[config.mk]
export PLATFORM = sky130hd
export DESIGN_NAME = vre_front
export DESIGN_NICKNAME = d
export VERILOG_FILES = /design/src/hdl/vre_pkg.sv /design/src/hdl/vre_front.sv
export SDC_FILE = /design/constraint.sdc
export NUM_CORES = 1
export LEC_CHECK = 0
export BUFFER_PORTS_ARGS = -buffer_cell sky130_fd_sc_hd__clkbuf_2
export CORE_ASPECT_RATIO = 1.1
export CORE_MARGIN = 3
export CORE_UTILIZATION = 50
export CTS_CLUSTER_SIZE = 20
export DETAILED_ROUTE_END_ITERATION = 8
export HOLD_SLACK_MARGIN = 0.1
export PLACE_DENSITY_LB_ADDON = 0.08
export REMOVE_ABC_BUFFERS = 1
export SETUP_SLACK_MARGIN = 0.05
export SLEW_MARGIN = 10
export SYNTH_ARGS = -nofsm -noshare
export SYNTH_HDL_FRONTEND = slang
export SYNTH_SLANG_ARGS = --single-unit
[constraint.sdc]
create_clock -name clk -period 4.3 [get_ports clk]
set_input_delay 0.215 -clock clk [delete_from_list [all_inputs] [get_ports clk]]
set_output_delay 0.215 -clock clk [all_outputs]
set_load 0.005 [all_outputs]
[src/hdl/vre_pkg.sv]
// ----------------------------------------------------------------------------
// vre_pkg
// Shared constants, payload types and control structs of the voice
// resampler envelope unit.
// ----------------------------------------------------------------------------
package vre_pkg;

	localparam int SAMPLE_BITS = 16;
	localparam int PHASE_BITS  = 16;
	localparam int MAX_RUN     = 32;

	localparam int RUN_HALF = ((MAX_RUN / 2) < 1) ? 1 : (MAX_RUN / 2);
	localparam int RUN_W    = $clog2(MAX_RUN + 1);

	localparam int RATIO_W = 20;
	localparam logic [RATIO_W-1:0] RATIO_LO =
		RATIO_W'(((1 << PHASE_BITS) + RUN_HALF - 1) / RUN_HALF);
	localparam logic [RATIO_W-1:0] RATIO_HI = RATIO_W'(8 << PHASE_BITS);

	localparam int LEAD_W  = 4;
	localparam int ENV_W   = 16;
	localparam int RATE_W  = 17;
	localparam int GAIN_W  = 24;
	localparam int GSTEP_W = 25;
	localparam int RC_W    = 12;
	localparam int RS_W    = 4;

	localparam logic [ENV_W-1:0]  ENV_FULL = ENV_W'(32768);
	localparam logic [RS_W-1:0]   RS_MAX   = RS_W'(12);
	localparam logic [GAIN_W-1:0] GAIN_MAX = {GAIN_W{1'b1}};

	localparam int CFG_IDX_W  = 3;
	localparam int CFG_DATA_W = 20;

	typedef enum logic [CFG_IDX_W-1:0] {
		REG_PHASE_RATIO   = 3'd0,
		REG_MONO_SOURCE   = 3'd1,
		REG_FADE_IN_STEP  = 3'd2,
		REG_FADE_OUT_STEP = 3'd3,
		REG_RAMP_SHIFT    = 3'd4
	} reg_idx_t;

	typedef enum logic [1:0] {
		SEQ_IDLE,
		SEQ_RUN1,
		SEQ_RUN2
	} seq_state_t;

	typedef struct packed {
		logic signed [SAMPLE_BITS-1:0] left_sample;
		logic signed [SAMPLE_BITS-1:0] right_sample;
		logic [15:0]                   voice_gain;
		logic                          stop_request;
		logic                          end_of_stream;
	} frame_t;

	typedef struct packed {
		logic signed [SAMPLE_BITS-1:0] left_out;
		logic signed [SAMPLE_BITS-1:0] right_out;
		logic                          run_last;
		logic                          voice_done;
	} result_t;

	typedef struct packed {
		logic [RATIO_W-1:0] phase_ratio;
		logic               mono_source;
		logic [15:0]        fade_in_step;
		logic [15:0]        fade_out_step;
		logic [RS_W-1:0]    ramp_shift;
	} cfg_t;

	typedef struct packed {
		logic                          valid;
		logic                          last;
		logic                          done;
		logic signed [SAMPLE_BITS-1:0] a_l;
		logic signed [SAMPLE_BITS-1:0] a_r;
		logic signed [SAMPLE_BITS-1:0] b_l;
		logic signed [SAMPLE_BITS-1:0] b_r;
		logic [PHASE_BITS-1:0]         frac;
		logic [GAIN_W-1:0]             gain;
		logic [ENV_W-1:0]              env;
	} issue_t;

endpackage

[src/hdl/vre_front.sv]
// ----------------------------------------------------------------------------
// vre_front
// Input side: takes source frames, applies the mono mapping and holds them
// in a two-entry queue for the sequencer.
// ----------------------------------------------------------------------------
module vre_front (
	input  logic            clk,
	input  logic            arst_n,
	input  logic            mono_source,
	input  logic            frame_valid,
	output logic            frame_stall,
	input  vre_pkg::frame_t frame,
	output logic            q_valid,
	output vre_pkg::frame_t q_head,
	input  logic            q_pop
);

	vre_pkg::frame_t mem_q [2];
	vre_pkg::frame_t mapped;
	logic [1:0]      count_q;
	logic            wr_ptr_q;
	logic            rd_ptr_q;
	logic            push;

	always_comb begin
		mapped = frame;
		if (mono_source) begin
			mapped.right_sample = frame.left_sample;
		end
	end

	assign frame_stall = (count_q == 2'd2);
	assign push        = frame_valid && !frame_stall;
	assign q_valid     = (count_q != 2'd0);
	assign q_head      = mem_q[rd_ptr_q];

	always_ff @(posedge clk) begin
		if (push) begin
			mem_q[wr_ptr_q] <= mapped;
		end
	end

	always_ff @(posedge clk or negedge arst_n) begin
		if (!arst_n) begin
			count_q  <= 2'd0;
			wr_ptr_q <= 1'b0;
			rd_ptr_q <= 1'b0;
		end else begin
			if (push) begin
				wr_ptr_q <= !wr_ptr_q;
			end
			if (q_pop) begin
				rd_ptr_q <= !rd_ptr_q;
			end
			case ({push, q_pop})
				2'b10:   count_q <= count_q + 2'd1;
				2'b01:   count_q <= count_q - 2'd1;
				default: count_q <= count_q;
			endcase
		end
	end

endmodule

==> out/metrics.yaml <==
logic_synthesis:
  yosys.cell_count.top_type: "edfxtp_1"
  syn_area_mm2: 0.00429
  yosysWarnings: 0
  synth_commonest_cells: "edfxtp_1 (100), mux2_4 (59), mux2_2 (7)"
  avgSynthCellArea_um2: 22.5
  synth_cell_types: 15
  synth_area_leaders: "edfxtp_1 (70%), mux2_4 (21%), buf_12 (2.3%)"
  synth_edf_count: 100
  ys_seq_area_share_pct: 72.3
  yosys.area.top_type_share_pct: 70.0
  async_flop_share_pct: 3.85
  synth-seq-cells: 104
  synthFlopType: "edfxtp_1"
  synth_top_area_cell: "edfxtp_1"
  syn_inst: 191
critical_path:
  path_cells: "mux2_2 > clkbuf_2"
  crit_path_top_delay_cell: "dfrtp_4"
  worstSetupEndpointType: "output port"
  cp.arrival_ns: 2.00
  startpoint: "rd_ptr_q"
  cp.required_ns: 4.09
  slowest_delay_ns: 1.06
  path_class: "reg2out"
  rr_startpoint: "count_q[0]"
  critPathLaunchType: "flip-flop"
  crit_fanout: 51
global_route:
  grt_pass1_vias: 2168
  grt_overflow: 0
  grt_pass1_wl_um: 10600
  grt_max_degree: 52
  antenna_found_initial: 0
  grt_use_total_pct: 15.0
cells_and_area:
  drive_gt1_share_pct: 56.6
  fin_nets: 394
  fillCellCount: 577
  antenna_cells: 0
  area.growth.synth_to_final_pct: 27.6
drt:
  dr.pass1.iters: 3
  ant_nets: 0
  highest-signal-layer: "met4"
  drc_errors: 0
  dr_total_vias: 2166
  routed-wl-met2_um: 3600
  wl_met1_um: 2850
  dr.first_iter.drc_count: 83
  routed_via_density: 4.80
  routed_wirelength_um: 7020
  wire_per_inst_um: 15.6
  wl_met3_um: 397
pwr:
  power_frac_seq_pct: 48.0
  combPwrFrac_pct: 28.7
  pwr_density_cell_mw_per_mm2: 602
  switching_power_mw: 0.869
  fin_total_pwr_mw: 3.30
  p_leak_nw: 2.27
  ir_worst_vdd_uv: 353
  clockPowerShare_pct: 23.3
  p_sw_share_pct: 26.3
  internal_power_mw: 2.43
floorplanning:
  die_x_um: 94.3
  dieArea_mm2: 0.00973
  initial_utilization_pct: 52.8
  rows: 34
  core_mm2: 0.00813
  pin_count: 107
  die_h_um: 103
timing:
  slew_viol_final: 0
  hold_violations: 0
  fmax_mhz: 451
  fin_tns_setup_ns: 0
  hold_ws_ns: 0.169
  rsz0062_at_grt: "false"
  period_share_pct: 51.6
  finalWorstSetupSlack_ns: 2.08
  maxSlewHeadroom_pct: 34.7
  finClkSkew_ns: 0.00647
  worst_pin_slew_ns: 0.980
  min_period_ns: 2.22
  finalSetupViolCount: 0
hold_path:
  hp-start: "frame[31]"
  hold_class: "in2reg"
clock_network:
  cts_buffer_depth: 2
  clock_latency_ns: 0.36
  cts_tree: "yes"
  clkTransAtPathRegs_ns: 0.10
  cts.root.buffer_cell: "clkbuf_8"
  htree_levels: 3
  cts.sinks: 104
  post-cts-setup-buffers: 0
  cts_buffers: 9
placed_design:
  hpwl_um: 4490
  dp_slack_ns: 2.20
  gp_congestion: 0.686
  numPortBuffers: 106
job:
  cap_viol_max_count: 0
run_status:
  status: "finished clean"
## registers in the layout, indices dropped and copies added (netlist names)
| register | count |
|---|---|
| count_q | 2 |
| mem_q | 100 |
| rd_ptr_q | 1 |
| wr_ptr_q | 1 |
## metrics by stage
stage                     area (um^2)  cells  utilization (%)
after floorplan                  4160    183                -
after global placement           4850    399             59.7
after detailed placement         4850    399             59.7
after CTS                        5480    451             67.4
after global routing             5480    451             67.4
final                            5480    451             67.4
## worst paths after layout
path / to / slack (ns) / cells past startpoint
worst max-delay path: q_head[43] / 2.08 / 2
worst min-delay path: mem_q[0][31] / 0.17 / 2
worst max register to register: mem_q[0][4] / 2.23 / 4
worst min register to register: count_q[1] / 0.50 / 1
max in group asynchronous: rd_ptr_q / 3.96 / 2
min in group asynchronous: rd_ptr_q / 0.19 / 2
## routing by layer
layer,vias up,global-route usage (%)
met5,-,0
met4,0,7.89
met3,15,3.65
met2,71,24.7
met1,1045,18.3
li1,1035,-
## kinds of logic after synthesis
group	synth area share, %
flip-flops	72.3
multiplexers	22.5
buffers and inverters	3.21
AND/OR/NAND/NOR	0.700
XOR/XNOR	1.02
adder cells (fa/ha/maj)	0.291
## worst max-delay path, delay by kind of cell, from the launching register on
family / cells / cell delay (ns)
buffers and inverters: 1 / 0.11
DFF: 1 / 1.06
muxes: 1 / 0.42
## timing repair
item	4_1_cts	5_1_grt
endpoints found under the hold margin	73	0
setup endpoints to repair	0	0
hold buffers	36	0
gates resized for setup	0	0
## cells in the final DEF (no fill, tap or decap)
cell	instances
mux2_4	59
dlygate4sd3_1	36
nor2_4	1
or2_2	1
dfrtp_1	3
nand2_1	1
clkinv_2	1
ha_1	1
clkbuf_8	9
and3_2	1
buf_4	2
mux2_2	7
xnor2_1	3
dfrtp_4	1
inv_1	1
inv_6	1
xor2_1	2
edfxtp_1	100
clkbuf_2	106
nand2b_1	1
clkinv_4	1
bufinv_16	4
nor2_1	1
## power by group through the flow
stage	Sequential, mW	Combinational [mW]	Clock, mW
finish	1.58	0.948	0.768
global route	1.62	1.02	0.826
CTS	1.59	0.966	0.782
detailed placement	1.62	0.936	0
global placement	1.61	0.935	0
floorplan	1.57	0.635	0
## final cells by class
class | count | area (um^2) | area share, %
clock buffer | 9 | 124 | 2.26
clock inverter | 7 | 143 | 2.60
inverter | 1 | 3.75 | 0.0685
multi-input combinational | 78 | 1060 | 19.3
sequential | 104 | 3110 | 56.7
tap | 108 | 135 | 2.47
timing repair buffer | 144 | 906 | 16.5
No activity file was read; power rests on OpenSTA's default activity.
