## config.mk

```make
export PLATFORM = sky130hd
export DESIGN_NAME = vre_seq
export DESIGN_NICKNAME = d
export VERILOG_FILES = /design/src/hdl/vre_pkg.sv /design/src/hdl/vre_seq.sv
export SDC_FILE = /design/constraint.sdc
export NUM_CORES = 1
export LEC_CHECK = 0
export BUFFER_PORTS_ARGS = -buffer_cell sky130_fd_sc_hd__buf_2
export CAP_MARGIN = 10
export CORE_ASPECT_RATIO = 1.75
export CORE_MARGIN = 2
export CORE_UTILIZATION = 30
export CTS_CLUSTER_DIAMETER = 200
export DETAILED_ROUTE_END_ITERATION = 7
export GPL_TIMING_DRIVEN = 0
export PLACE_DENSITY = 0.48
export SLEW_MARGIN = 20
export SYNTH_ARGS = -nofsm -noshare
export SYNTH_HDL_FRONTEND = slang
export SYNTH_SLANG_ARGS = --single-unit
```

## constraint.sdc

```tcl
create_clock -name clk -period 9.9 [get_ports clk]
set_input_delay 0.495 -clock clk [delete_from_list [all_inputs] [get_ports clk]]
set_output_delay 0.495 -clock clk [all_outputs]
set_load 0.03 [all_outputs]
```

## src/hdl/vre_pkg.sv

```systemverilog
// ----------------------------------------------------------------------------
// vre_pkg
// Shared constants, payload types and control structs of the voice
// resampler envelope unit.
// ----------------------------------------------------------------------------
package vre_pkg;

	localparam int SAMPLE_BITS = 16;
	localparam int PHASE_BITS  = 16;
	localparam int MAX_RUN     = 32;

	localparam int RUN_HALF = ((MAX_RUN / 2) < 1) ? 1 : (MAX_RUN / 2);
	localparam int RUN_W    = $clog2(MAX_RUN + 1);

	localparam int RATIO_W = 20;
	localparam logic [RATIO_W-1:0] RATIO_LO =
		RATIO_W'(((1 << PHASE_BITS) + RUN_HALF - 1) / RUN_HALF);
	localparam logic [RATIO_W-1:0] RATIO_HI = RATIO_W'(8 << PHASE_BITS);

	localparam int LEAD_W  = 4;
	localparam int ENV_W   = 16;
	localparam int RATE_W  = 17;
	localparam int GAIN_W  = 24;
	localparam int GSTEP_W = 25;
	localparam int RC_W    = 12;
	localparam int RS_W    = 4;

	localparam logic [ENV_W-1:0]  ENV_FULL = ENV_W'(32768);
	localparam logic [RS_W-1:0]   RS_MAX   = RS_W'(12);
	localparam logic [GAIN_W-1:0] GAIN_MAX = {GAIN_W{1'b1}};

	localparam int CFG_IDX_W  = 3;
	localparam int CFG_DATA_W = 20;

	typedef enum logic [CFG_IDX_W-1:0] {
		REG_PHASE_RATIO   = 3'd0,
		REG_MONO_SOURCE   = 3'd1,
		REG_FADE_IN_STEP  = 3'd2,
		REG_FADE_OUT_STEP = 3'd3,
		REG_RAMP_SHIFT    = 3'd4
	} reg_idx_t;

	typedef enum logic [1:0] {
		SEQ_IDLE,
		SEQ_RUN1,
		SEQ_RUN2
	} seq_state_t;

	typedef struct packed {
		logic signed [SAMPLE_BITS-1:0] left_sample;
		logic signed [SAMPLE_BITS-1:0] right_sample;
		logic [15:0]                   voice_gain;
		logic                          stop_request;
		logic                          end_of_stream;
	} frame_t;

	typedef struct packed {
		logic signed [SAMPLE_BITS-1:0] left_out;
		logic signed [SAMPLE_BITS-1:0] right_out;
		logic                          run_last;
		logic                          voice_done;
	} result_t;

	typedef struct packed {
		logic [RATIO_W-1:0] phase_ratio;
		logic               mono_source;
		logic [15:0]        fade_in_step;
		logic [15:0]        fade_out_step;
		logic [RS_W-1:0]    ramp_shift;
	} cfg_t;

	typedef struct packed {
		logic                          valid;
		logic                          last;
		logic                          done;
		logic signed [SAMPLE_BITS-1:0] a_l;
		logic signed [SAMPLE_BITS-1:0] a_r;
		logic signed [SAMPLE_BITS-1:0] b_l;
		logic signed [SAMPLE_BITS-1:0] b_r;
		logic [PHASE_BITS-1:0]         frac;
		logic [GAIN_W-1:0]             gain;
		logic [ENV_W-1:0]              env;
	} issue_t;

endpackage

```

## src/hdl/vre_seq.sv

```systemverilog
// ----------------------------------------------------------------------------
// vre_seq
// Back-end sequencer: pops queued frames, keeps phase, envelope and gain
// ramp state, and issues one output frame per step to the datapath.
// ----------------------------------------------------------------------------
module vre_seq (
	input  logic            clk,
	input  logic            arst_n,
	input  vre_pkg::cfg_t   cfg,
	input  logic            adv,
	input  logic            q_valid,
	input  vre_pkg::frame_t q_head,
	output logic            q_pop,
	output vre_pkg::issue_t issue
);

	localparam int SB = vre_pkg::SAMPLE_BITS;
	localparam int PB = vre_pkg::PHASE_BITS;

	vre_pkg::seq_state_t st_q, st_d;

	logic signed [SB-1:0] prev_l_q, prev_r_q, prev_l_d, prev_r_d;
	logic signed [SB-1:0] cur_l_q, cur_r_q;
	logic [15:0]          cur_gain_q;
	logic                 cur_eos_q;
	logic                 load_cur;

	logic                          have_prev_q, have_prev_d;
	logic [PB-1:0]                 frac_q, frac_d;
	logic [vre_pkg::LEAD_W-1:0]    lead_q, lead_d;
	logic [vre_pkg::ENV_W-1:0]     env_q, env_d;
	logic signed [vre_pkg::RATE_W-1:0]  rate_q, rate_d;
	logic                          stopping_q, stopping_d;
	logic                          finished_q, finished_d;
	logic [vre_pkg::GAIN_W-1:0]    gain_now_q, gain_now_d;
	logic signed [vre_pkg::GSTEP_W-1:0] gain_step_q, gain_step_d;
	logic [vre_pkg::RC_W-1:0]      rc_q, rc_d;
	logic [vre_pkg::RUN_W-1:0]     n_q, n_d;

	logic [vre_pkg::RS_W-1:0]      rs;
	logic [vre_pkg::RATIO_W-1:0]   ratio;
	logic signed [25:0]            gain_diff;
	logic signed [25:0]            gain_neg;
	logic [24:0]                   gain_mag;
	logic [24:0]                   gain_shr;
	logic signed [vre_pkg::GSTEP_W-1:0] gstep_new;
	logic signed [vre_pkg::GSTEP_W-1:0] gstep_eff;
	logic signed [17:0]            env_sum;
	logic                          cap;
	logic signed [17:0]            env_cap;
	logic                          fade_done;
	logic [vre_pkg::ENV_W-1:0]     env_clamp;
	logic signed [25:0]            gain_sum;
	logic [vre_pkg::GAIN_W-1:0]    gain_sat;
	logic [vre_pkg::RC_W-1:0]      rc_mask;
	logic [vre_pkg::RC_W-1:0]      rc_next;
	logic [vre_pkg::RATIO_W:0]     phase_sum;
	logic [vre_pkg::LEAD_W-1:0]    lead_step;
	logic [vre_pkg::LEAD_W-1:0]    lead_dec;
	logic [vre_pkg::RUN_W-1:0]     n_inc;
	logic                          more_room;
	logic                          cont;
	logic [vre_pkg::ENV_W-1:0]     arm_env;
	logic signed [vre_pkg::RATE_W-1:0] arm_rate;
	logic [vre_pkg::RATE_W-1:0]    fall;
	logic signed [vre_pkg::RATE_W-1:0] pre_rate;
	logic [vre_pkg::ENV_W-1:0]     pre_env;

	// step arithmetic
	assign rs    = (cfg.ramp_shift > vre_pkg::RS_MAX) ? vre_pkg::RS_MAX : cfg.ramp_shift;
	assign ratio = (cfg.phase_ratio < vre_pkg::RATIO_LO) ? vre_pkg::RATIO_LO :
		(cfg.phase_ratio > vre_pkg::RATIO_HI) ? vre_pkg::RATIO_HI : cfg.phase_ratio;

	assign gain_diff = $signed({2'b00, cur_gain_q, 8'h00}) - $signed({2'b00, gain_now_q});
	assign gain_neg  = -gain_diff;
	assign gain_mag  = gain_diff[25] ? gain_neg[24:0] : gain_diff[24:0];
	assign gain_shr  = gain_mag >> rs;
	assign gstep_new = gain_diff[25] ? $signed(25'd0 - gain_shr) : $signed(gain_shr);
	assign gstep_eff = (rc_q == '0) ? gstep_new : gain_step_q;

	assign env_sum   = $signed({2'b00, env_q}) + $signed({rate_q[vre_pkg::RATE_W-1], rate_q});
	assign cap       = !rate_q[vre_pkg::RATE_W-1] && (rate_q != '0) &&
		(env_sum >= $signed({2'b00, vre_pkg::ENV_FULL}));
	assign env_cap   = cap ? $signed({2'b00, vre_pkg::ENV_FULL}) : env_sum;
	assign fade_done = stopping_q && (env_cap[17] || (env_cap == '0));
	assign env_clamp = env_cap[17] ? '0 :
		(env_cap > $signed({2'b00, vre_pkg::ENV_FULL})) ? vre_pkg::ENV_FULL : env_cap[15:0];

	assign gain_sum = $signed({2'b00, gain_now_q}) + $signed({gstep_eff[24], gstep_eff});
	assign gain_sat = gain_sum[25] ? '0 : (gain_sum[24] ? vre_pkg::GAIN_MAX : gain_sum[23:0]);

	assign rc_mask = ~({vre_pkg::RC_W{1'b1}} << rs);
	assign rc_next = (rc_q + 1'b1) & rc_mask;

	assign phase_sum = {5'd0, frac_q} + {1'b0, ratio};
	assign lead_step = vre_pkg::LEAD_W'(phase_sum[vre_pkg::RATIO_W:PB]);
	assign lead_dec  = (lead_step == '0) ? '0 : lead_step - 1'b1;
	assign n_inc     = n_q + 1'b1;
	assign more_room = (n_inc < vre_pkg::RUN_W'(vre_pkg::MAX_RUN));
	assign cont      = (lead_step == '0) && more_room;

	// envelope set-up for a popped frame
	assign arm_env  = (cfg.fade_in_step != '0) ? '0 : vre_pkg::ENV_FULL;
	assign arm_rate = (cfg.fade_in_step != '0) ? $signed({1'b0, cfg.fade_in_step}) : '0;
	assign fall     = (cfg.fade_out_step == '0) ? {1'b0, vre_pkg::ENV_FULL} :
		{1'b0, cfg.fade_out_step};
	assign pre_env  = have_prev_q ? env_q : arm_env;
	assign pre_rate = q_head.stop_request ? $signed(-fall) : (have_prev_q ? rate_q : arm_rate);

	always_comb begin
		st_d        = st_q;
		prev_l_d    = prev_l_q;
		prev_r_d    = prev_r_q;
		load_cur    = 1'b0;
		have_prev_d = have_prev_q;
		frac_d      = frac_q;
		lead_d      = lead_q;
		env_d       = env_q;
		rate_d      = rate_q;
		stopping_d  = stopping_q;
		finished_d  = finished_q;
		gain_now_d  = gain_now_q;
		gain_step_d = gain_step_q;
		rc_d        = rc_q;
		n_d         = n_q;
		q_pop       = 1'b0;
		issue       = '0;
		if (adv) begin
			unique case (st_q)
				vre_pkg::SEQ_IDLE: begin
					if (q_valid) begin
						q_pop = 1'b1;
						if (!finished_q) begin
							env_d    = pre_env;
							rate_d   = pre_rate;
							load_cur = 1'b1;
							n_d      = '0;
							if (q_head.stop_request) begin
								stopping_d = 1'b1;
							end
							if (!have_prev_q) begin
								prev_l_d    = q_head.left_sample;
								prev_r_d    = q_head.right_sample;
								have_prev_d = 1'b1;
								if (q_head.end_of_stream) begin
									st_d = vre_pkg::SEQ_RUN2;
								end
							end else if (lead_q == '0) begin
								st_d = vre_pkg::SEQ_RUN1;
							end else begin
								prev_l_d = q_head.left_sample;
								prev_r_d = q_head.right_sample;
								lead_d   = lead_q - 1'b1;
								if (q_head.end_of_stream) begin
									if (lead_q == vre_pkg::LEAD_W'(1)) begin
										st_d = vre_pkg::SEQ_RUN2;
									end else begin
										// stream end with nothing left to play
										issue.valid = 1'b1;
										issue.last  = 1'b1;
										issue.done  = 1'b1;
										finished_d  = 1'b1;
									end
								end
							end
						end
					end
				end
				vre_pkg::SEQ_RUN1, vre_pkg::SEQ_RUN2: begin
					gain_step_d = gstep_eff;
					if (fade_done) begin
						// fade-out reached zero
						env_d       = '0;
						finished_d  = 1'b1;
						issue.valid = 1'b1;
						issue.last  = 1'b1;
						issue.done  = 1'b1;
						st_d        = vre_pkg::SEQ_IDLE;
					end else begin
						env_d       = env_clamp;
						rate_d      = cap ? '0 : rate_q;
						issue.valid = 1'b1;
						issue.a_l   = prev_l_q;
						issue.a_r   = prev_r_q;
						issue.b_l   = (st_q == vre_pkg::SEQ_RUN1) ? cur_l_q : prev_l_q;
						issue.b_r   = (st_q == vre_pkg::SEQ_RUN1) ? cur_r_q : prev_r_q;
						issue.frac  = frac_q;
						issue.gain  = gain_now_q;
						issue.env   = env_clamp;
						gain_now_d  = gain_sat;
						rc_d        = rc_next;
						frac_d      = phase_sum[PB-1:0];
						lead_d      = lead_step;
						n_d         = n_inc;
						if (!cont) begin
							if (st_q == vre_pkg::SEQ_RUN1) begin
								prev_l_d = cur_l_q;
								prev_r_d = cur_r_q;
								lead_d   = lead_dec;
								if (cur_eos_q && (lead_dec == '0) && more_room) begin
									st_d = vre_pkg::SEQ_RUN2;
								end else begin
									issue.last = 1'b1;
									st_d       = vre_pkg::SEQ_IDLE;
									if (cur_eos_q) begin
										issue.done = 1'b1;
										finished_d = 1'b1;
									end
								end
							end else begin
								issue.last = 1'b1;
								issue.done = 1'b1;
								finished_d = 1'b1;
								st_d       = vre_pkg::SEQ_IDLE;
							end
						end
					end
				end
				default: st_d = vre_pkg::SEQ_IDLE;
			endcase
		end
	end

	always_ff @(posedge clk) begin
		prev_l_q <= prev_l_d;
		prev_r_q <= prev_r_d;
		if (load_cur) begin
			cur_l_q    <= q_head.left_sample;
			cur_r_q    <= q_head.right_sample;
			cur_gain_q <= q_head.voice_gain;
			cur_eos_q  <= q_head.end_of_stream;
		end
	end

	always_ff @(posedge clk or negedge arst_n) begin
		if (!arst_n) begin
			st_q        <= vre_pkg::SEQ_IDLE;
			have_prev_q <= 1'b0;
			frac_q      <= '0;
			lead_q      <= '0;
			env_q       <= vre_pkg::ENV_FULL;
			rate_q      <= '0;
			stopping_q  <= 1'b0;
			finished_q  <= 1'b0;
			gain_now_q  <= '0;
			gain_step_q <= '0;
			rc_q        <= '0;
			n_q         <= '0;
		end else begin
			st_q        <= st_d;
			have_prev_q <= have_prev_d;
			frac_q      <= frac_d;
			lead_q      <= lead_d;
			env_q       <= env_d;
			rate_q      <= rate_d;
			stopping_q  <= stopping_d;
			finished_q  <= finished_d;
			gain_now_q  <= gain_now_d;
			gain_step_q <= gain_step_d;
			rc_q        <= rc_d;
			n_q         <= n_d;
		end
	end

`ifndef SYNTHESIS
	a_finished_sticks: assert property (@(posedge clk) disable iff (!arst_n)
		finished_q |=> finished_q)
		else $error("voice left the finished state");
	a_run_needs_voice: assert property (@(posedge clk) disable iff (!arst_n)
		(st_q != vre_pkg::SEQ_IDLE) |-> (have_prev_q && !finished_q))
		else $error("run step without a held frame or after voice end");
	a_run_lead_zero: assert property (@(posedge clk) disable iff (!arst_n)
		(st_q != vre_pkg::SEQ_IDLE) |-> (lead_q == '0))
		else $error("run step while read position is ahead");
`endif

endmodule

```

==> impl_metrics.yaml, run 1 <==
status:
  status: "finished clean"
cells_and_area:
  stdcell_count: 3290
  final_common_cell: "buf_2"
  final_cell_mix: "buf_2, nand2_1, nor2_1"
  multi_input_area_um2: 12000
  fin_nets: 2688
  drive_gt1_share_pct: 17.5
  area_delta_synth_final_pct: 17.0
  seqCellArea_um2: 5560
  fill_cells: 6429
critical_path:
  critPathSlowestCell: "o311ai_0"
  slowest_delay_ns: 0.70
  setup.worst_path.start_class: "register"
  crit_top_cell: "a211oi_1"
  worstPathRequired_ns: 10.37
  worstSetupPathType: "reg -> reg"
  end_kind: "register"
  crit_arrival_ns: 9.78
  crit_fanout: 10
detailed_routing:
  vias_per_cell: 5.62
  vias: 18500
  postRouteAntennaNets: 0
  drtPass1Iterations: 7
  routed_wl_um: 74700
  wl_per_cell_um: 22.7
  remaining_drc_errors: 0
  drtIter0Drc: 1188
clocking:
  clkTransAtPathRegs_ns: 0.06
  clk_latency_ns: 0.56
  numCtsBuffers: 23
  htreeDepth: 1
  cts_tree: "done"
  clock_sinks: 206
  clock-root-buffer: "clkbuf_16"
  post_cts_buffers: 0
  cts_buffer_depth: 3
floorplan:
  start_util_pct: 30.4
  die_w_um: 191
  die_area_um2: 63100
  die-height_um: 331
  coreArea_um2: 60300
  row_count: 119
  pin_count: 235
timing:
  min_period_over_period_pct: 94.0
  max_slew_margin_pct: 27.3
  fmax_mhz: 107
  rsz0062_at_grt: "no"
  slew_violations: 0
  setup_viol_count_final: 0
  worstMarginPinSlew_ns: 1.08
  skew_ns: 0.0303
  fin_crit_ns: 9.31
  hold_viol_final: 0
pwr:
  p_seq_share_pct: 19.2
  p_leak_uw: 0.00901
  switching_share_pct: 54.2
  power.density_nw_per_um2: 319
  power_uw: 6840
  p_comb_share_pct: 68.6
  power_frac_clock_pct: 12.1
  p_int_uw: 3130
  p_sw_uw: 3710
  worst_ir_drop_vdd_mv: 0.166
yosys:
  synth_edf_count: 81
  synth_warnings: 0
  ys_seq_area_share_pct: 30.4
  synth_area_per_cell_um2: 8.22
  syn-num-nets: 2427
  ys_seq_elements: 206
  synthCells: 2227
  async_flop_share_pct: 60.7
  yosysUniqueCellTypes: 104
  synth_area_um2: 18300
  synth_ff_type: "dfrtp_1"
placed_design:
  numPlacedInstances: 3248
  port_buffers: 228
  gp_congestion: 0.944
  hpwl_um: 60500
grt:
  antenna_found_initial: 3
  grt_pass1_wl_um: 113000
  grt_pass1_vias: 19100
  track_usage_pct: 23.5
  gr-total-overflow: 0
  grt_max_degree: 88
run:
  maxCapViolations: 0
hold_path:
  hp-class: "in -> reg"
[path summary, 6_finish.rpt]
kind                                            from                         end  slack (ns)  depth (start not counted)
setup / recovery           gain_now_q[9]$_DFFE_PN0P_  gain_now_q[18]$_DFFE_PN0P_        0.59                         29
hold / removal                             q_head[8]     cur_gain_q[6]$_DFFE_PP_        0.11                          1
setup reg to reg           gain_now_q[9]$_DFFE_PN0P_  gain_now_q[18]$_DFFE_PN0P_        0.59                         29
hold reg to reg                env_q[15]$_DFFE_PN1P_       env_q[15]$_DFFE_PN1P_        0.49                          2
max in group asynchronous                     arst_n         rc_q[7]$_DFFE_PN0P_        8.70                          3
min in group asynchronous                     arst_n        env_q[0]$_DFFE_PN0P_        0.40                          2
[cell usage after synthesis, types with 40 or more instances]
cell type	number	share of area, %
inv_1	78	1.6
dfrtp_1	124	17
mux2_2	40	2.5
o31ai_1	41	1.7
nand3_1	68	1.9
nand2_1	225	4.6
edfxtp_1	81	13
o21ai_0	113	3.1
ha_1	86	5.9
clkbuf_1	100	2.1
a21oi_1	159	4.3
mux2i_1	47	2.6
and2_1	86	2.9
xor2_1	43	2.1
nor2_1	220	4.5
xnor2_1	60	2.9
nor3_1	64	1.7
[timing repair]
action,4_1_cts,5_1_grt
cloned,0,0
gates resized for setup,6,31
hold buffers,1,0
hold endpoints to repair,37,0
setup endpoints to repair,24,24
[worst max-delay path, delay by kind of cell, from the launching register on]
family / cells / cell delay [ns]
AOI/OAI and AO/OA: 14 / 5.00
and+or+nand+nor: 7 / 1.65
buffers and inverters: 5 / 1.40
adders and majority gates: 2 / 0.61
DFF: 1 / 0.39
xor gates and xnor gates: 1 / 0.15
[power by group through the flow]
| stage | Clock [uW] | Sequential [uW] | Combinational [uW] |
|---|---|---|---|
| finish | 830 | 1310 | 4690 |
| global route | 883 | 1350 | 5100 |
| CTS | 860 | 1320 | 4650 |
| detailed placement | 0 | 1330 | 4620 |
| global placement | 0 | 1330 | 4560 |
| floorplan | 0 | 1270 | 3190 |
[cells by family (layout without fill, tap and decap cells)]
kind of cell,Yosys count,after routing,share of synthesized area (%)
flip-flops,206,206,30.4
adder cells (fa/ha/maj),89,89,6.21
other,0,2,0
AO/OA/AOI/OAI,639,639,24.0
XOR/XNOR,104,104,5.02
multiplexers,88,88,5.15
AND/OR/NAND/NOR,885,885,24.5
buffers and inverters,216,491,4.75
[metrics by stage]
step | area [um^2] | hold slack [ns] | utilization, % | TNS (ns) | worst slack, ns
after global placement | 20400 | 0.468 | 33.9 | -27.47 | -0.545
after detailed placement | 20600 | 0.402 | 34.2 | -12.44 | -0.596
after global routing | 21400 | 0.100 | 35.5 | 0 | 0.0274
final | 21400 | 0.114 | 35.5 | 0 | 0.590
after floorplan | 18300 | 0.199 | - | 0 | 2.44
after CTS | 21300 | 0.0853 | 35.4 | 0 | 0.0390
[layout make-up]
cell class,instances,area share [%]
Timing Repair Buffer,236,5.96
Clock buffer,29,2.93
Multi-Input combinational cell,1805,56.1
Buffer,134,2.67
Inverter,82,1.44
Tap cell,786,4.59
Sequential cell,206,26.0
Clock inverter,10,0.286
Antenna cell,2,0.0234
[routing by layer]
layer  wire, um  track usage [%]  part of all wire [%]
met1      26000             23.2                    35
met2      39600             44.8                    53
met3       3090             2.82                   4.1
met4       6110             16.6                   8.2
met5         12                0                 0.016
[registers in the layout (all words and copies together), names as in the netlist, 12 cells and up]
| signal | flops |
|---|---|
| frac_q | 16 |
| cur_r_q | 16 |
| rate_q | 17 |
| cur_gain_q | 16 |
| gain_now_q | 24 |
| prev_l_q | 16 |
| rc_q | 12 |
| gain_step_q | 25 |
| cur_l_q | 16 |
| env_q | 16 |
| prev_r_q | 16 |
(Power assumes the default switching activity.)
==> run 2, diff against run 1 <==
--- a/config.mk
+++ b/config.mk
@@ -13,7 +13,9 @@
 export CTS_CLUSTER_DIAMETER = 200
 export DETAILED_ROUTE_END_ITERATION = 7
 export GPL_TIMING_DRIVEN = 0
+export HOLD_SLACK_MARGIN = 0.02
 export PLACE_DENSITY = 0.48
+export RECOVER_POWER = 100
 export SLEW_MARGIN = 20
 export SYNTH_ARGS = -nofsm -noshare
 export SYNTH_HDL_FRONTEND = slang
==> impl_metrics.yaml, run 2 (synthesis gave the netlist of run 1 again) <==
timing:
  max_slew_margin_pct: -228
  whs_ns: 0.116
  skew_ns: 0.0279
  fmax_mhz: 107
  worstMarginPinSlew_ns: 4.92
  tns_ns: 0
  hold_viol_final: 0
  setup_viol_count_final: 0
  fin_crit_ns: 9.36
  min_period_over_period_pct: 94.5
  slew_violations: 128
  rsz0062_at_grt: "no"
detailed_routing:
  vias: 18500
  routed_wl_um: 74700
  remaining_drc_errors: 0
  vias_per_cell: 5.61
  drtPass1Iterations: 6
  drtIter0Drc: 1147
  postRouteAntennaNets: 0
  wl_per_cell_um: 22.7
critical_path:
  regToRegSetupSlack_ns: 0.54
  end_kind: "register"
  r2r_start: "gain_now_q[1]$_DFFE_PN0P_"
  crit_arrival_ns: 9.76
  critPathSlowestCell: "a211oi_1"
  setup.worst_path.start_class: "register"
  reg2reg_to: "gain_now_q[16]$_DFFE_PN0P_"
  worstSetupPathType: "reg -> reg"
  crit_top_cell: "a21oi_1"
  ff2ff_path_depth: 33
  slowest_delay_ns: 0.79
  crit_fanout: 10
  worstPathRequired_ns: 10.31
cells_and_area:
  largest_register_ffs: 25
  final_cell_mix: "clkbuf_1, nand2_1, nor2_1"
  multi_input_area_um2: 11900
  area_delta_synth_final_pct: 15.2
  drive_gt1_share_pct: 11.8
  seqCellArea_um2: 5560
  reg.largest.list: "gain_step_q: 25 flops, gain_now_q: 24 flops, rate_q: 17 flops"
  post-route-util_pct: 35.0
  stdcell_count: 3290
  final_common_cell: "clkbuf_1"
  fill_cells: 6513
  fin_nets: 2688
  regMostFlops: "gain_step_q"
clocking:
  cts_tree: "done"
  htreeDepth: 1
  clk_latency_ns: 0.56
  numCtsBuffers: 23
  cts_buffer_depth: 3
  clock_sinks: 206
  clock-root-buffer: "clkbuf_16"
  clkTransAtPathRegs_ns: 0.07
  post_cts_buffers: 0
pwr:
  p_leak_uw: 0.00844
  worst_ir_drop_vdd_mv: 0.158
  power_uw: 6780
  power.density_nw_per_um2: 321
grt:
  track_usage_pct: 23.5
  grt_pass1_wl_um: 113000
  antenna_found_initial: 3
  grt_max_degree: 88
  grt_pass1_vias: 19100
  gr-total-overflow: 0
status:
  violations: "max-capacitance violations, max-slew violations"
  status: "complete, but fails checks"
hold_path:
  hold_path_depth: 1
  hold-path-endpoint: "cur_gain_q[5]$_DFFE_PP_"
  hp-class: "in -> reg"
  hp-start: "q_head[7]"
floorplan:
  die-height_um: 331
  pin_count: 235
  coreArea_um2: 60300
  die_area_um2: 63100
  start_util_pct: 30.4
  die_w_um: 191
  row_count: 119
placed_design:
  gp_congestion: 0.944
  numPlacedInstances: 3248
  port_buffers: 228
  hpwl_um: 60500
run:
  maxCapViolations: 2
## run 2: how the worst max path moves through the flow
stage	start	to	slack, ns	depth (start not counted)
after floorplan	gain_now_q[9]$_DFFE_PN0P_	gain_now_q[13]$_DFFE_PN0P_	2.44	35
after global routing	gain_now_q[1]$_DFFE_PN0P_	gain_now_q[11]$_DFFE_PN0P_	0.03	33
final	gain_now_q[1]$_DFFE_PN0P_	gain_now_q[16]$_DFFE_PN0P_	0.54	33
after global placement	cfg[42]	prev_l_q[14]$_DFFE_PP_	-0.54	25
after detailed placement	gain_now_q[0]$_DFFE_PN0P_	gain_now_q[10]$_DFFE_PN0P_	-0.60	34
after CTS	gain_now_q[9]$_DFFE_PN0P_	gain_now_q[10]$_DFFE_PN0P_	0.04	35
## run 2: worst max-delay path, delay by kind of cell (launching register included)
kind	cells	cell delay, ns
DFF	1	0.41
muxes	1	0.31
adders and majority gates	2	0.67
xor gates and xnor gates	1	0.19
and+or+nand+nor	11	3.03
buffers and inverters	5	1.35
AOI/OAI and AO/OA	13	3.25
## run 2: timing repair
item | 4_1_cts | 5_1_grt
hold endpoints to repair | 37 | 0
endpoints found under the setup margin | 24 | 24
resized for setup | 6 | 31
hold buffers | 1 | 0
## run 2: stage by stage
stage               setup WS (ns)  area, um^2
floorplan                    2.44       18300
global placement           -0.545       20400
detailed placement         -0.596       20600
CTS                        0.0390       21300
global route               0.0327       21100
finish                      0.545       21100
## run 2: per-layer routing
metal | part of all wire (%) | vias up | global-route usage [%]
li1 | - | 8746 | -
met1 | 35 | 8873 | 23.2
met2 | 53 | 616 | 44.8
met3 | 4.2 | 224 | 2.82
met4 | 8.1 | 2 | 16.6
met5 | 0.016 | - | 0
## run 2: cell type report
cell class	count	share of cell area, %
Clock buffer	29	2.98
Buffer	134	2.70
Sequential cell	206	26.4
Timing Repair Buffer	236	4.87
Multi-Input combinational cell	1805	56.6
Clock inverter	10	0.291
Inverter	82	1.46
Antenna cell	2	0.0237
Tap cell	786	4.66
## run 2: where the power goes
group          total [uW]  leakage (uW)  switching (uW)  internal [uW]
Clock                 829      0.000341             380            449
Combinational        4630       0.00581            3150           1480
Sequential           1320       0.00229             173           1140
Total                6780       0.00844            3700           3070
==> run 3, diff against run 2 <==
==> constraint.sdc (replaced) <==
create_clock -name clk -period 9.9 [get_ports clk]
set_input_delay 0.495 -clock clk [delete_from_list [all_inputs] [get_ports clk]]
set_output_delay 0.495 -clock clk [all_outputs]
set_load 0.005 [all_outputs]
==> impl_metrics.yaml, run 3 (synthesis gave the netlist of run 1 again) <==
critical_path:
  worstSetupPathType: "reg -> reg"
  end_kind: "register"
  crit_buf_inv: 5
  slowest_delay_ns: 0.79
  crit_arrival_ns: 9.81
  setup.worst_path.start_class: "register"
  worstPathRequired_ns: 10.31
  crit_fanout: 10
  crit_top_cell: "a21oi_1"
  critPathSlowestCell: "a211oi_1"
  path_delay_family: "compound AO/OA/AOI/OAI gates"
cells_and_area:
  reg.largest.list: "gain_step_q: 25 flops, gain_now_q: 24 flops, rate_q: 17 flops"
  final_cell_mix: "nand2_1, nor2_1, clkbuf_1"
  stdcell_count: 3290
  largest_register_ffs: 25
  stdcell_area_um2: 21100
  drive_gt1_share_pct: 13.3
  regMostFlops: "gain_step_q"
  area_delta_synth_final_pct: 15.5
  fin_nets: 2688
  final_common_cell: "nand2_1"
clocking:
  clock-root-buffer: "clkbuf_16"
  clkTransAtPathRegs_ns: 0.07
  clock_sinks: 206
  numCtsBuffers: 23
  htreeDepth: 1
  cts_buffer_depth: 3
  cts_tree: "done"
  clk_latency_ns: 0.56
detailed_routing:
  vias: 18400
  vias_per_cell: 5.61
  drtIter0Drc: 1139
  wl_per_cell_um: 22.8
  postRouteAntennaNets: 0
  drtPass1Iterations: 7
  routed_wl_um: 74900
  remaining_drc_errors: 0
timing:
  setup_viol_count_final: 0
  fmax_mhz: 106
  rsz0062_at_grt: "no"
  max_slew_margin_pct: -228
  slew_violations: 128
  whs_ns: 0.116
  skew_ns: 0.0292
  tns_ns: 0
  worstMarginPinSlew_ns: 4.92
  fin_crit_ns: 9.41
  hold_viol_final: 0
  min_period_over_period_pct: 95.0
grt:
  gr-total-overflow: 0
  grt_pass1_vias: 19100
  grt_pass1_wl_um: 113000
  grt_max_degree: 88
  track_usage_pct: 23.5
  antenna_found_initial: 3
floorplan:
  start_util_pct: 30.4
  pin_count: 235
  row_count: 119
  die_w_um: 191
  die-height_um: 331
  die_area_um2: 63100
  coreArea_um2: 60300
run:
  maxCapViolations: 2
pwr:
  worst_ir_drop_vdd_mv: 0.149
  p_comb_share_pct: 67.0
  power_frac_clock_pct: 12.7
  p_int_uw: 3080
  p_leak_uw: 0.00857
  switching_share_pct: 52.6
  p_sw_uw: 3430
  power.density_nw_per_um2: 308
  p_seq_share_pct: 20.2
placed_design:
  port_buffers: 228
  numPlacedInstances: 3248
  dpl-instance-area_um2: 20600
  gp_congestion: 0.944
  hpwl_um: 60500
status:
  status: "complete, but fails checks"
  violations: "max-capacitance violations, max-slew violations"
hold_path:
  hp-class: "in -> reg"
-- run 3: cell count changes in the layout (fill, tap and decap cells not counted), sizes merged --
cell | previous run | this run
buf | 135 | 162
clkbuf | 263 | 236
-- run 3: layer usage --
layer | wire (um) | global-route usage, % | up-vias
met1 | 25900 | 23.2 | 8874
li1 | - | - | 8748
met5 | 12 | 0 | -
met3 | 3110 | 2.82 | 221
met2 | 39900 | 44.8 | 596
met4 | 5970 | 16.6 | 2
-- run 3: worst paths after layout --
kind,startpoint,to,slack [ns],cells after the start
min in group asynchronous,arst_n,env_q[2]$_DFFE_PN0P_,1.16,2
worst max-delay path,gain_now_q[1]$_DFFE_PN0P_,gain_now_q[16]$_DFFE_PN0P_,0.49,33
worst min register to register,env_q[15]$_DFFE_PN1P_,env_q[15]$_DFFE_PN1P_,0.49,2
worst min-delay path,q_head[7],cur_gain_q[5]$_DFFE_PP_,0.12,1
worst max register to register,gain_now_q[1]$_DFFE_PN0P_,gain_now_q[16]$_DFFE_PN0P_,0.49,33
max in group asynchronous,arst_n,rc_q[7]$_DFFE_PN0P_,3.09,3
-- run 3: repair_timing --
item                                    CTS  global route
buffers inserted                          0             0
endpoints found under the setup margin   24            24
gates resized for setup                   6            31
hold buffers                              1             0
hold endpoints to repair                 37             0
-- run 3: power by group through the flow --
stage / combinational [uW] / sequential [uW] / clock (uW)
CTS: 4380 / 1320 / 860
finish: 4360 / 1320 / 829
global placement: 4280 / 1330 / 0
floorplan: 2910 / 1270 / 0
global route: 4770 / 1350 / 883
detailed placement: 4340 / 1330 / 0
-- run 3: layout make-up --
cell class	instances	area (um^2)
tap	786	983
clock inverter	10	61.3
fill	6493	39200
antenna	2	5.00
timing repair buffer	236	1080
sequential	206	5560
inverter	82	308
multi-input combinational	1805	11900
clock buffer	29	628
buffer	134	569
-- run 3: stage by stage --
stage / util [%] / setup slack [ns] / total power, uW
6_report: 35.1 / 0.492 / 6510
2_1_floorplan: - / 2.44 / 4180
3_5_place_dp: 34.2 / -0.596 / 5670
3_3_place_gp: 33.9 / -0.545 / 5610
4_1_cts: 35.4 / 0.0390 / 6550
5_1_grt: 35.1 / 0.0327 / 7000
